`src/rtl/core/wps_pkg.sv`:
```
// Shared types and constants for the weighted prefix-sum sampler.
`default_nettype none

package wps_pkg;

  localparam int DATA_W      = 32;
  localparam int OUT_INDEX_W = 10;
  localparam int OUT_COUNT_W = 11;

  // command queue between front and back
  localparam int QUEUE_DEPTH = 2;
  localparam int QUEUE_PTR_W = (QUEUE_DEPTH > 1) ? $clog2(QUEUE_DEPTH) : 1;
  localparam int QUEUE_CNT_W = $clog2(QUEUE_DEPTH + 1);

  // result status codes
  localparam logic [1:0] ST_LOADED  = 2'd0;
  localparam logic [1:0] ST_SAMPLED = 2'd1;
  localparam logic [1:0] ST_FULL    = 2'd2;
  localparam logic [1:0] ST_EMPTY   = 2'd3;

  typedef struct packed {
    logic                     command;
    logic                     restart;
    logic signed [DATA_W-1:0] entry_id;
    logic [DATA_W-1:0]        weight;
    logic [DATA_W-1:0]        random_fraction;
  } in_item_t;

  typedef struct packed {
    logic [1:0]               status;
    logic signed [DATA_W-1:0] picked_id;
    logic [DATA_W-1:0]        picked_weight;
    logic [OUT_INDEX_W-1:0]   picked_index;
    logic [OUT_COUNT_W-1:0]   entry_total;
  } out_item_t;

  typedef enum logic [1:0] {
    OP_LOAD,
    OP_RESTART_LOAD,
    OP_SAMPLE
  } op_t;

  // classified command: arg is the masked weight of a load or the fraction of a sample
  typedef struct packed {
    op_t                      op;
    logic signed [DATA_W-1:0] entry_id;
    logic [DATA_W-1:0]        arg;
  } cmd_t;

  typedef enum logic [3:0] {
    BK_IDLE,
    BK_MUL_LO,
    BK_MUL_HI,
    BK_SCALE,
    BK_RD,
    BK_CMP,
    BK_GET_CUR,
    BK_GET_PREV,
    BK_DONE
  } back_state_t;

endpackage

`default_nettype wire

```
`src/rtl/core/wps_queue.sv`:
```
// Short command queue decoupling the front stage from the back end.
`default_nettype none

module wps_queue (
  input  wire logic          clk,
  input  wire logic          rst,
  input  wire logic          push_valid,
  output logic               push_ready,
  input  wire wps_pkg::cmd_t push_data,
  output logic               pop_valid,
  input  wire logic          pop,
  output wps_pkg::cmd_t      pop_data
);
  import wps_pkg::*;

  localparam logic [QUEUE_CNT_W-1:0] FULL_CNT = QUEUE_CNT_W'(QUEUE_DEPTH);
  localparam logic [QUEUE_PTR_W-1:0] LAST_PTR = QUEUE_PTR_W'(QUEUE_DEPTH - 1);

  cmd_t                   slots [QUEUE_DEPTH];
  logic [QUEUE_PTR_W-1:0] wr_ptr;
  logic [QUEUE_PTR_W-1:0] rd_ptr;
  logic [QUEUE_CNT_W-1:0] fill;
  logic                   do_push;
  logic                   do_pop;

  assign push_ready = (fill != FULL_CNT);
  assign pop_valid  = (fill != '0);
  assign pop_data   = slots[rd_ptr];
  assign do_push    = push_valid && push_ready;
  assign do_pop     = pop && pop_valid;

  always_ff @(posedge clk) begin
    if (rst) begin
      wr_ptr <= '0;
      rd_ptr <= '0;
      fill   <= '0;
    end else begin
      if (do_push) begin
        wr_ptr <= (wr_ptr == LAST_PTR) ? '0 : wr_ptr + QUEUE_PTR_W'(1);
      end
      if (do_pop) begin
        rd_ptr <= (rd_ptr == LAST_PTR) ? '0 : rd_ptr + QUEUE_PTR_W'(1);
      end
      if (do_push && !do_pop) begin
        fill <= fill + QUEUE_CNT_W'(1);
      end else if (do_pop && !do_push) begin
        fill <= fill - QUEUE_CNT_W'(1);
      end
    end
  end

  always_ff @(posedge clk) begin
    if (do_push) begin
      slots[wr_ptr] <= push_data;
    end
  end

endmodule

`default_nettype wire

```
`config.mk`:
```
export PLATFORM = sky130hd
export DESIGN_NAME = wps_queue
export DESIGN_NICKNAME = d
export VERILOG_FILES = /design/src/rtl/core/wps_pkg.sv /design/src/rtl/core/wps_queue.sv
export SDC_FILE = /design/constraint.sdc
export NUM_CORES = 1
export LEC_CHECK = 0
export BUFFER_PORTS_ARGS = -buffer_cell sky130_fd_sc_hd__buf_2
export CORE_AREA = 2 2 129 119
export DETAILED_ROUTE_END_ITERATION = 12
export DIE_AREA = 0 0 131 121
export GPL_TIMING_DRIVEN = 1
export PLACE_DENSITY = 0.67
export REMOVE_ABC_BUFFERS = 1
export SETUP_SLACK_MARGIN = 0.2
export SLEW_MARGIN = 5
export SYNTH_ARGS = -nofsm -noshare
export SYNTH_HDL_FRONTEND = slang
export SYNTH_SLANG_ARGS = --single-unit
```
`constraint.sdc`:
```
create_clock -name clk -period 6.7 [get_ports clk]
set_input_delay 1.34 -clock clk [delete_from_list [all_inputs] [get_ports clk]]
set_output_delay 1.34 -clock clk [all_outputs]
set_load 0.01 [all_outputs]
```
==> metrics <==
status finished, final reports clean; slowest stage delay, CP 0.87 ns; vias in the first global route 2672; vias per std cell 4.36; fmax 303 MHz; dpl ws 3.79 ns; clk_lat worst skew 0.41 ns; Crit path max-delay family flip-flops; IR drop worst, VDD 362 µV; Clock Path Buffers 2; Max Cap Viol 0; Cells after Synth 229; clk_skew 0.00453 ns; port buffer count 137; post-CTS setup buffers 0; Total GRT Usage 0.119; worst-path maximum fanout 66; FP Rows 42; H-tree Lvls 4; Final setup viols 0; Die Wd 131 µm; Sw Pwr 0.636 mW; count of cell types in the netlist 19; Antenna Cells 0; async set or reset register ratio after synthesis 0; Pwr per Cell Area 389 mW/mm²; detailed-router iteration count before antenna repair 4; Iter 0 DRT Violations 125; internal power 1.86 mW; starting density of the core 0.345; CP Cell Sequence mux2_2 > buf_2; GR Overflow Total 0; Hold-fix buffers, CTS 0; max_slew headroom 0.369; crit path kind register to output port; Nets 450; EDFF count, synth 132; register area share after synthesis 0.814; Avg Synthesized Cell Area 21.8 µm²; max-slew violation count 0; CTS tree done; synth-to-layout area growth 28.7%; Crit. End Element output port; CTS sink cnt 137; Yosys reg bits 137; DRC Markers 0; final worst-path setup slack 3.40 ns; Final ANT Viol Nets 0; P_leak 2.38 nW; Logic pwr share 0.195; YS warnings 0; total number of vias 2575; clock share of power 0.343; # resized after CTS 0; Routed WL 9020 µm; hold crit path type register to register; initial antenna violation count 0; CP required 5.36 ns; CTS root buf clkbuf_16; largest net degree at the start of global routing 67; slowest CP cell dfxtp_4; RePlAce Congestion 0.663; WP buf/inv 1; first-pass GRT wire length 13500 µm; HPWL Detailed 5530 µm; Core Area 0.0145 mm²; Sequential Power Share 0.462; wire per inst 15.3 µm; Switching Fraction 0.254; total negative setup slack 0 ns; boundary pin count 138; Main synth FF type edfxtp_1; CTS buffer count 17; WP data arrival 1.96 ns; Die Ht 121 µm; unrepaired setup endpoints after global routing false; total power 2.50 mW; share of cells above drive strength 1 0.597; Worst-Margin Slew 0.946 ns; CP Launch Type register; Final Hold Viols 0; die area 0.0159 mm²; synthesized area 0.00499 mm²; fin crit period 3.30 ns; Reg clk slew, reported paths 0.05 ns; period utilization 0.493
[power by group through the flow]
stage                     registers (mW)  clock network (mW)  logic [mW]
after floorplan                     1.15                   0       0.313
after CTS                           1.16               0.884       0.499
after detailed placement            1.18                   0       0.495
final                               1.16               0.857       0.487
after global routing                1.17               0.921       0.533
after global placement              1.17                   0       0.489
[Yosys cell counts, types with 2 or more instances]
master | n | share of area
edfxtp_1 | 132 | 0.79
mux2_2 | 66 | 0.15
dfxtp_1 | 5 | 0.020
buf_6 | 4 | 0.0090
nor2_1 | 3 | 0.0023
xor2_1 | 3 | 0.0053
a21oi_1 | 2 | 0.0020
buf_2 | 2 | 0.0020
o21ai_0 | 2 | 0.0020
[stage by stage]
stage,hold slack [ns],instances,cell area (µm²),utilization
2_1_floorplan,0.471,222,4930,-
4_1_cts,0.515,590,6420,0.445
6_report,0.509,590,6420,0.445
3_5_place_dp,0.503,558,5880,0.407
5_1_grt,0.565,590,6420,0.445
3_3_place_gp,0.484,558,5880,0.407
[final timing paths]
check,cells past startpoint,to,slack (ns),startpoint
hold reg to reg,2,rd_ptr$_SDFFE_PP0P_,0.51,rd_ptr$_SDFFE_PP0P_
setup reg to reg,4,slots[0][32]$_DFFE_PP_,4.74,fill[0]$_SDFFE_PP0P_
setup / recovery,2,pop_data[16],3.40,register
hold / removal,2,rd_ptr$_SDFFE_PP0P_,0.51,rd_ptr$_SDFFE_PP0P_
[cell type report]
type                       instances  area, µm²
fill                            1260       8030
sequential                       137       4070
multi-input combinational         84        867
timing repair buffer             138        693
clock buffer                      20        437
tap                              198        248
clock inverter                    12        108
inverter                           1       3.75
[state kept, by name (all words and copies together), names as in the netlist, named ones only]
| name | count |
|---|---|
| wr_ptr | 1 |
| rd_ptr | 1 |
| fill | 2 |
| slots | 132 |
[logic make-up after synthesis]
family,after synthesis,share of synthesized area
AO/OA/AOI/OAI,5,0.00602
XOR/XNOR,3,0.00526
adder cells (fa/ha/maj),1,0.00251
buffers and inverters,8,0.0133
flip-flops,137,0.814
multiplexers,66,0.149
AND/OR/NAND/NOR,9,0.0100
[cell usage in the layout, fill, tap and decap left out, types with 2 or more instances in the layout]
cell type / count
clkbuf_16: 17
dfxtp_1: 4
a21oi_1: 2
clkinv_1: 4
o21ai_0: 2
xor2_1: 3
edfxtp_1: 132
clkinv_2: 5
clkbuf_1: 3
buf_2: 137
mux2_2: 66
bufinv_16: 2
nor2_1: 3
[worst register-to-register path, cell delays in order, from the launching register on]
cell and delay [ns]:
dfxtp_1 0.41, nand2b_1 0.21, nand3b_1 0.14, inv_2 0.06, buf_4 0.66
[layer usage]
metal  wire length (µm)  GRT usage  up-vias
li1                   -          -     1209
met1               3740      0.136     1254
met2               4390      0.187       97
met3                714     0.0520       15
met4                165     0.0658        0
met5                  0          0        -
(Power assumes the default switching activity.)
