==> config.mk <==
export PLATFORM = sky130hd
export DESIGN_NAME = wps_front
export DESIGN_NICKNAME = d
export VERILOG_FILES = /design/src/rtl/core/wps_pkg.sv /design/src/rtl/core/wps_front.sv
export SDC_FILE = /design/constraint.sdc
export NUM_CORES = 1
export LEC_CHECK = 0
export BUFFER_PORTS_ARGS = -buffer_cell sky130_fd_sc_hd__buf_2
export CAP_MARGIN = 20
export CORE_MARGIN = 2
export CORE_UTILIZATION = 30
export CTS_BUF_LIST = sky130_fd_sc_hd__clkbuf_4
export CTS_CLUSTER_SIZE = 14
export DETAILED_ROUTE_END_ITERATION = 10
export GPL_ROUTABILITY_DRIVEN = 0
export PLACE_DENSITY = 0.64
export SETUP_SLACK_MARGIN = 0.2
export SKIP_LAST_GASP = 1
export SYNTH_ARGS = -nofsm -noshare
export SYNTH_HDL_FRONTEND = slang
export SYNTH_SLANG_ARGS = --single-unit
==> constraint.sdc <==
create_clock -name clk -period 3.48 [get_ports clk]
set_clock_uncertainty 0.2 [all_clocks]
set_input_delay 0.696 -clock clk [delete_from_list [all_inputs] [get_ports clk]]
set_output_delay 0.696 -clock clk [all_outputs]
set_load 0.03 [all_outputs]
==> src/rtl/core/wps_pkg.sv <==
// Shared types and constants for the weighted prefix-sum sampler.
`default_nettype none

package wps_pkg;

  localparam int DATA_W      = 32;
  localparam int OUT_INDEX_W = 10;
  localparam int OUT_COUNT_W = 11;

  // command queue between front and back
  localparam int QUEUE_DEPTH = 2;
  localparam int QUEUE_PTR_W = (QUEUE_DEPTH > 1) ? $clog2(QUEUE_DEPTH) : 1;
  localparam int QUEUE_CNT_W = $clog2(QUEUE_DEPTH + 1);

  // result status codes
  localparam logic [1:0] ST_LOADED  = 2'd0;
  localparam logic [1:0] ST_SAMPLED = 2'd1;
  localparam logic [1:0] ST_FULL    = 2'd2;
  localparam logic [1:0] ST_EMPTY   = 2'd3;

  typedef struct packed {
    logic                     command;
    logic                     restart;
    logic signed [DATA_W-1:0] entry_id;
    logic [DATA_W-1:0]        weight;
    logic [DATA_W-1:0]        random_fraction;
  } in_item_t;

  typedef struct packed {
    logic [1:0]               status;
    logic signed [DATA_W-1:0] picked_id;
    logic [DATA_W-1:0]        picked_weight;
    logic [OUT_INDEX_W-1:0]   picked_index;
    logic [OUT_COUNT_W-1:0]   entry_total;
  } out_item_t;

  typedef enum logic [1:0] {
    OP_LOAD,
    OP_RESTART_LOAD,
    OP_SAMPLE
  } op_t;

  // classified command: arg is the masked weight of a load or the fraction of a sample
  typedef struct packed {
    op_t                      op;
    logic signed [DATA_W-1:0] entry_id;
    logic [DATA_W-1:0]        arg;
  } cmd_t;

  typedef enum logic [3:0] {
    BK_IDLE,
    BK_MUL_LO,
    BK_MUL_HI,
    BK_SCALE,
    BK_RD,
    BK_CMP,
    BK_GET_CUR,
    BK_GET_PREV,
    BK_DONE
  } back_state_t;

endpackage

`default_nettype wire

==> src/rtl/core/wps_front.sv <==
// Front stage: takes input transfers, classifies them and hands commands on.
`default_nettype none

module wps_front #(
  parameter int WEIGHT_BITS = 32
) (
  input  wire logic             clk,
  input  wire logic             rst,
  input  wire logic             in_valid,
  output logic                  in_ready,
  input  wire wps_pkg::in_item_t in_data,
  output logic                  cmd_valid,
  input  wire logic             cmd_ready,
  output wps_pkg::cmd_t         cmd
);
  import wps_pkg::*;

  localparam int W_EFF = (WEIGHT_BITS < DATA_W) ? WEIGHT_BITS : DATA_W;
  localparam logic [DATA_W-1:0] WMASK = DATA_W'((64'd1 << W_EFF) - 64'd1);

  logic held;
  cmd_t cmd_class;

  assign in_ready  = !held || cmd_ready;
  assign cmd_valid = held;

  always_comb begin
    cmd_class.entry_id = in_data.entry_id;
    if (in_data.command) begin
      cmd_class.op  = OP_SAMPLE;
      cmd_class.arg = in_data.random_fraction;
    end else begin
      cmd_class.op  = in_data.restart ? OP_RESTART_LOAD : OP_LOAD;
      cmd_class.arg = in_data.weight & WMASK;
    end
  end

  always_ff @(posedge clk) begin
    if (rst) begin
      held <= 1'b0;
    end else if (in_valid && in_ready) begin
      held <= 1'b1;
    end else if (cmd_ready) begin
      held <= 1'b0;
    end
  end

  always_ff @(posedge clk) begin
    if (in_valid && in_ready) begin
      cmd <= cmd_class;
    end
  end

endmodule

`default_nettype wire

==> impl_metrics.env <==
export IMPL_fp_dieH_um=96.6
export IMPL_first_global_vias=1587
export IMPL_path_clk_slew_ns=0.11
export IMPL_r2r_cells=3
export IMPL_ant_nets=0
export IMPL_grt_start_max_net_pins=43
export IMPL_core_sq_um=8260
export IMPL_finalHoldViolations=0
export IMPL_place_hpwl_um=4170
export IMPL_insertion_delay_ns=0.38
export IMPL_numClockSinks=67
export IMPL_r2r_end="cmd[9]"
export IMPL_post_dp_cell_area_sq_um=3500
export IMPL_setup_worst_path_end_class="output port"
export IMPL_critPathRequiredTime_ns=2.58
export IMPL_die_w_um=96.6
export IMPL_io_pins=170
export IMPL_post_drt_via_cell_ratio=4.04
export IMPL_fin_area_sq_um=3690
export IMPL_hold_end="cmd_valid"
export IMPL_netlist_area_sq_um=2570
export IMPL_hold_buffers=0
export IMPL_fin_nets=388
export IMPL_synth_top_area_cell="edfxtp_1"
export IMPL_placementRows=33
export IMPL_yosysSeqAreaShare=0.779
export IMPL_drc=0
export IMPL_hold_depth=2
export IMPL_yosysTopAreaCellShare=0.771
export IMPL_crit_arrival_ns=1.14
export IMPL_reg2reg_slack_ns=1.66
export IMPL_pwr_density_cell_nw_per_um2=511
export IMPL_port_buffers=169
export IMPL_min_delay_start="rst"
export IMPL_tns_ns=0
export IMPL_cts_root_buf="clkbuf_4"
export IMPL_post_cts_setup_buffers=0
export IMPL_slew_headroom=0.598
export IMPL_rsz0062_at_grt="no"
export IMPL_fin_crit_sh=0.585
export IMPL_synth_cell_type_count=11
export IMPL_finalSetupViolCount=0
export IMPL_clock_fmax_ghz=0.491
export IMPL_start_util=0.311
export IMPL_synth_area_top_cells="edfxtp_1 77%, mux2_4 17%, buf_12 2.3%"
export IMPL_dr_pass1_iters=4
export IMPL_cts_tree="yes"
export IMPL_wl_per_cell_um=13.6
export IMPL_grtUsageTotal=0.112
export IMPL_synth_xor_area_frac=0
export IMPL_leakagePower_nw=1.69
export IMPL_antenna_found_initial=0
export IMPL_ys_warn_count=0
export IMPL_die_area_sq_um=9320
export IMPL_crit_type="in -> out"
export IMPL_status="finished, final reports clean"
export IMPL_grt_pass1_wl_um=7640
export IMPL_synth_cells=108
export IMPL_avgSynthCellArea_sq_um=23.8
export IMPL_drt_iter0_markers=32
export IMPL_cts_buffers=9
export IMPL_clk_path_buf_depth=2
export IMPL_vias=1601
export IMPL_cts_resized=0
export IMPL_synth_top_family_by_area="multiplexers"
export IMPL_start_kind="primary input"
export IMPL_synth_fa_ha_area_frac=0
export IMPL_n_antenna_cell=0
export IMPL_syn_num_nets=210
export IMPL_syn_to_final_growth_pct=43.5
export IMPL_hp_class="in -> reg"
export IMPL_yosys_area_share_simple=0.00730
export IMPL_muxShareOfSynthArea=0.183
export IMPL_maxCapViolCount=0
export IMPL_grt_ovfl_total=0
export IMPL_reg2reg_from="cmd_valid"
export IMPL_routed_wl_um=5380
export IMPL_cts_htree_levels=3
export IMPL_synth_compound_area_frac=0.00195
export IMPL_final_util=0.447
export IMPL_ir_drop_v=0.000213
export IMPL_worst_path_max_fanout=3
export IMPL_synth_seq_cells=67
export IMPL_period_needed_ns=2.04
export IMPL_tightestPinTransition_ns=0.603
export IMPL_slew_violations=0
export IMPL_drive_above_1_share=0.753
[worst max-delay path, stage by stage]
cell and delay [ns]:
buf_2 0.09, nand2b_1 0.16, buf_2 0.19
[synth_stat cells, drive strengths merged]
library cell  number
dfxtp              1
nor2b              1
nand2b             1
edfxtp            66
a21oi              1
and2               1
mux2              32
inv                1
buf                4
[worst max-delay path by stage]
stage               from  endpoint  slack (ns)  depth (start not counted)
2_1_floorplan  cmd_ready    cmd[0]        0.22                          2
3_3_place_gp   cmd_ready   cmd[55]        1.20                          4
3_5_place_dp   cmd_ready    cmd[3]        1.15                          4
4_1_cts        cmd_ready  in_ready        1.46                          3
5_1_grt        cmd_ready  in_ready        1.41                          3
6_report       cmd_ready  in_ready        1.44                          3
[cells by family after synthesis]
group                  after synthesis
buffers and inverters                5
AO/OA/AOI/OAI                        1
AND/OR/NAND/NOR                      3
flip-flops                          67
multiplexers                        32
[state kept, by name, summed over array words and instances (netlist names)]
register   count
cmd           66
cmd_valid      1
[cells in the final DEF, fill, tap and decap left out]
master	n
mux2_2	3
edfxtp_1	66
clkinv_2	1
buf_2	169
and2_2	1
dfxtp_1	1
nand2b_1	1
clkinv_4	2
clkbuf_4	9
buf_12	1
inv_1	1
a21oi_1	1
nor2b_1	1
mux2_4	29
buf_4	1
bufinv_16	3
clkinv_1	1
[layer usage]
metal | GRT usage | part of all wire
met1 | 0.126 | 0.40
met2 | 0.177 | 0.47
met3 | 0.0597 | 0.12
met4 | 0.0505 | 0.010
met5 | 0 | 0
[stage by stage]
| stage | power [mW] | setup slack (ns) | hold WS, ns | std cells |
|---|---|---|---|---|
| after global placement | 1.27 | 1.20 | 0.289 | 380 |
| after global routing | 1.97 | 1.41 | 0.206 | 396 |
| final | 1.88 | 1.44 | 0.257 | 396 |
| after detailed placement | 1.27 | 1.15 | 0.306 | 380 |
| after floorplan | 1.17 | 0.219 | 0.565 | 108 |
| after CTS | 1.92 | 1.46 | 0.204 | 396 |
[report_power, final]
group | internal (mW) | switching, mW | total [mW] | leakage [nW]
Sequential | 0.949 | 0.0115 | 0.960 | 0.647
Combinational | 0.118 | 0.172 | 0.290 | 0.942
Clock | 0.363 | 0.272 | 0.635 | 0.0975
[area by class of cell]
| class | instances | area, sq um |
|---|---|---|
| Multi-Input combinational cell | 36 | 494 |
| Tap cell | 105 | 131 |
| Sequential cell | 67 | 2000 |
| Clock buffer | 9 | 67.6 |
| Fill cell | 803 | 4570 |
| Inverter | 1 | 3.75 |
| Timing Repair Buffer | 171 | 873 |
| Clock inverter | 7 | 116 |
(Power assumes the default switching activity.)
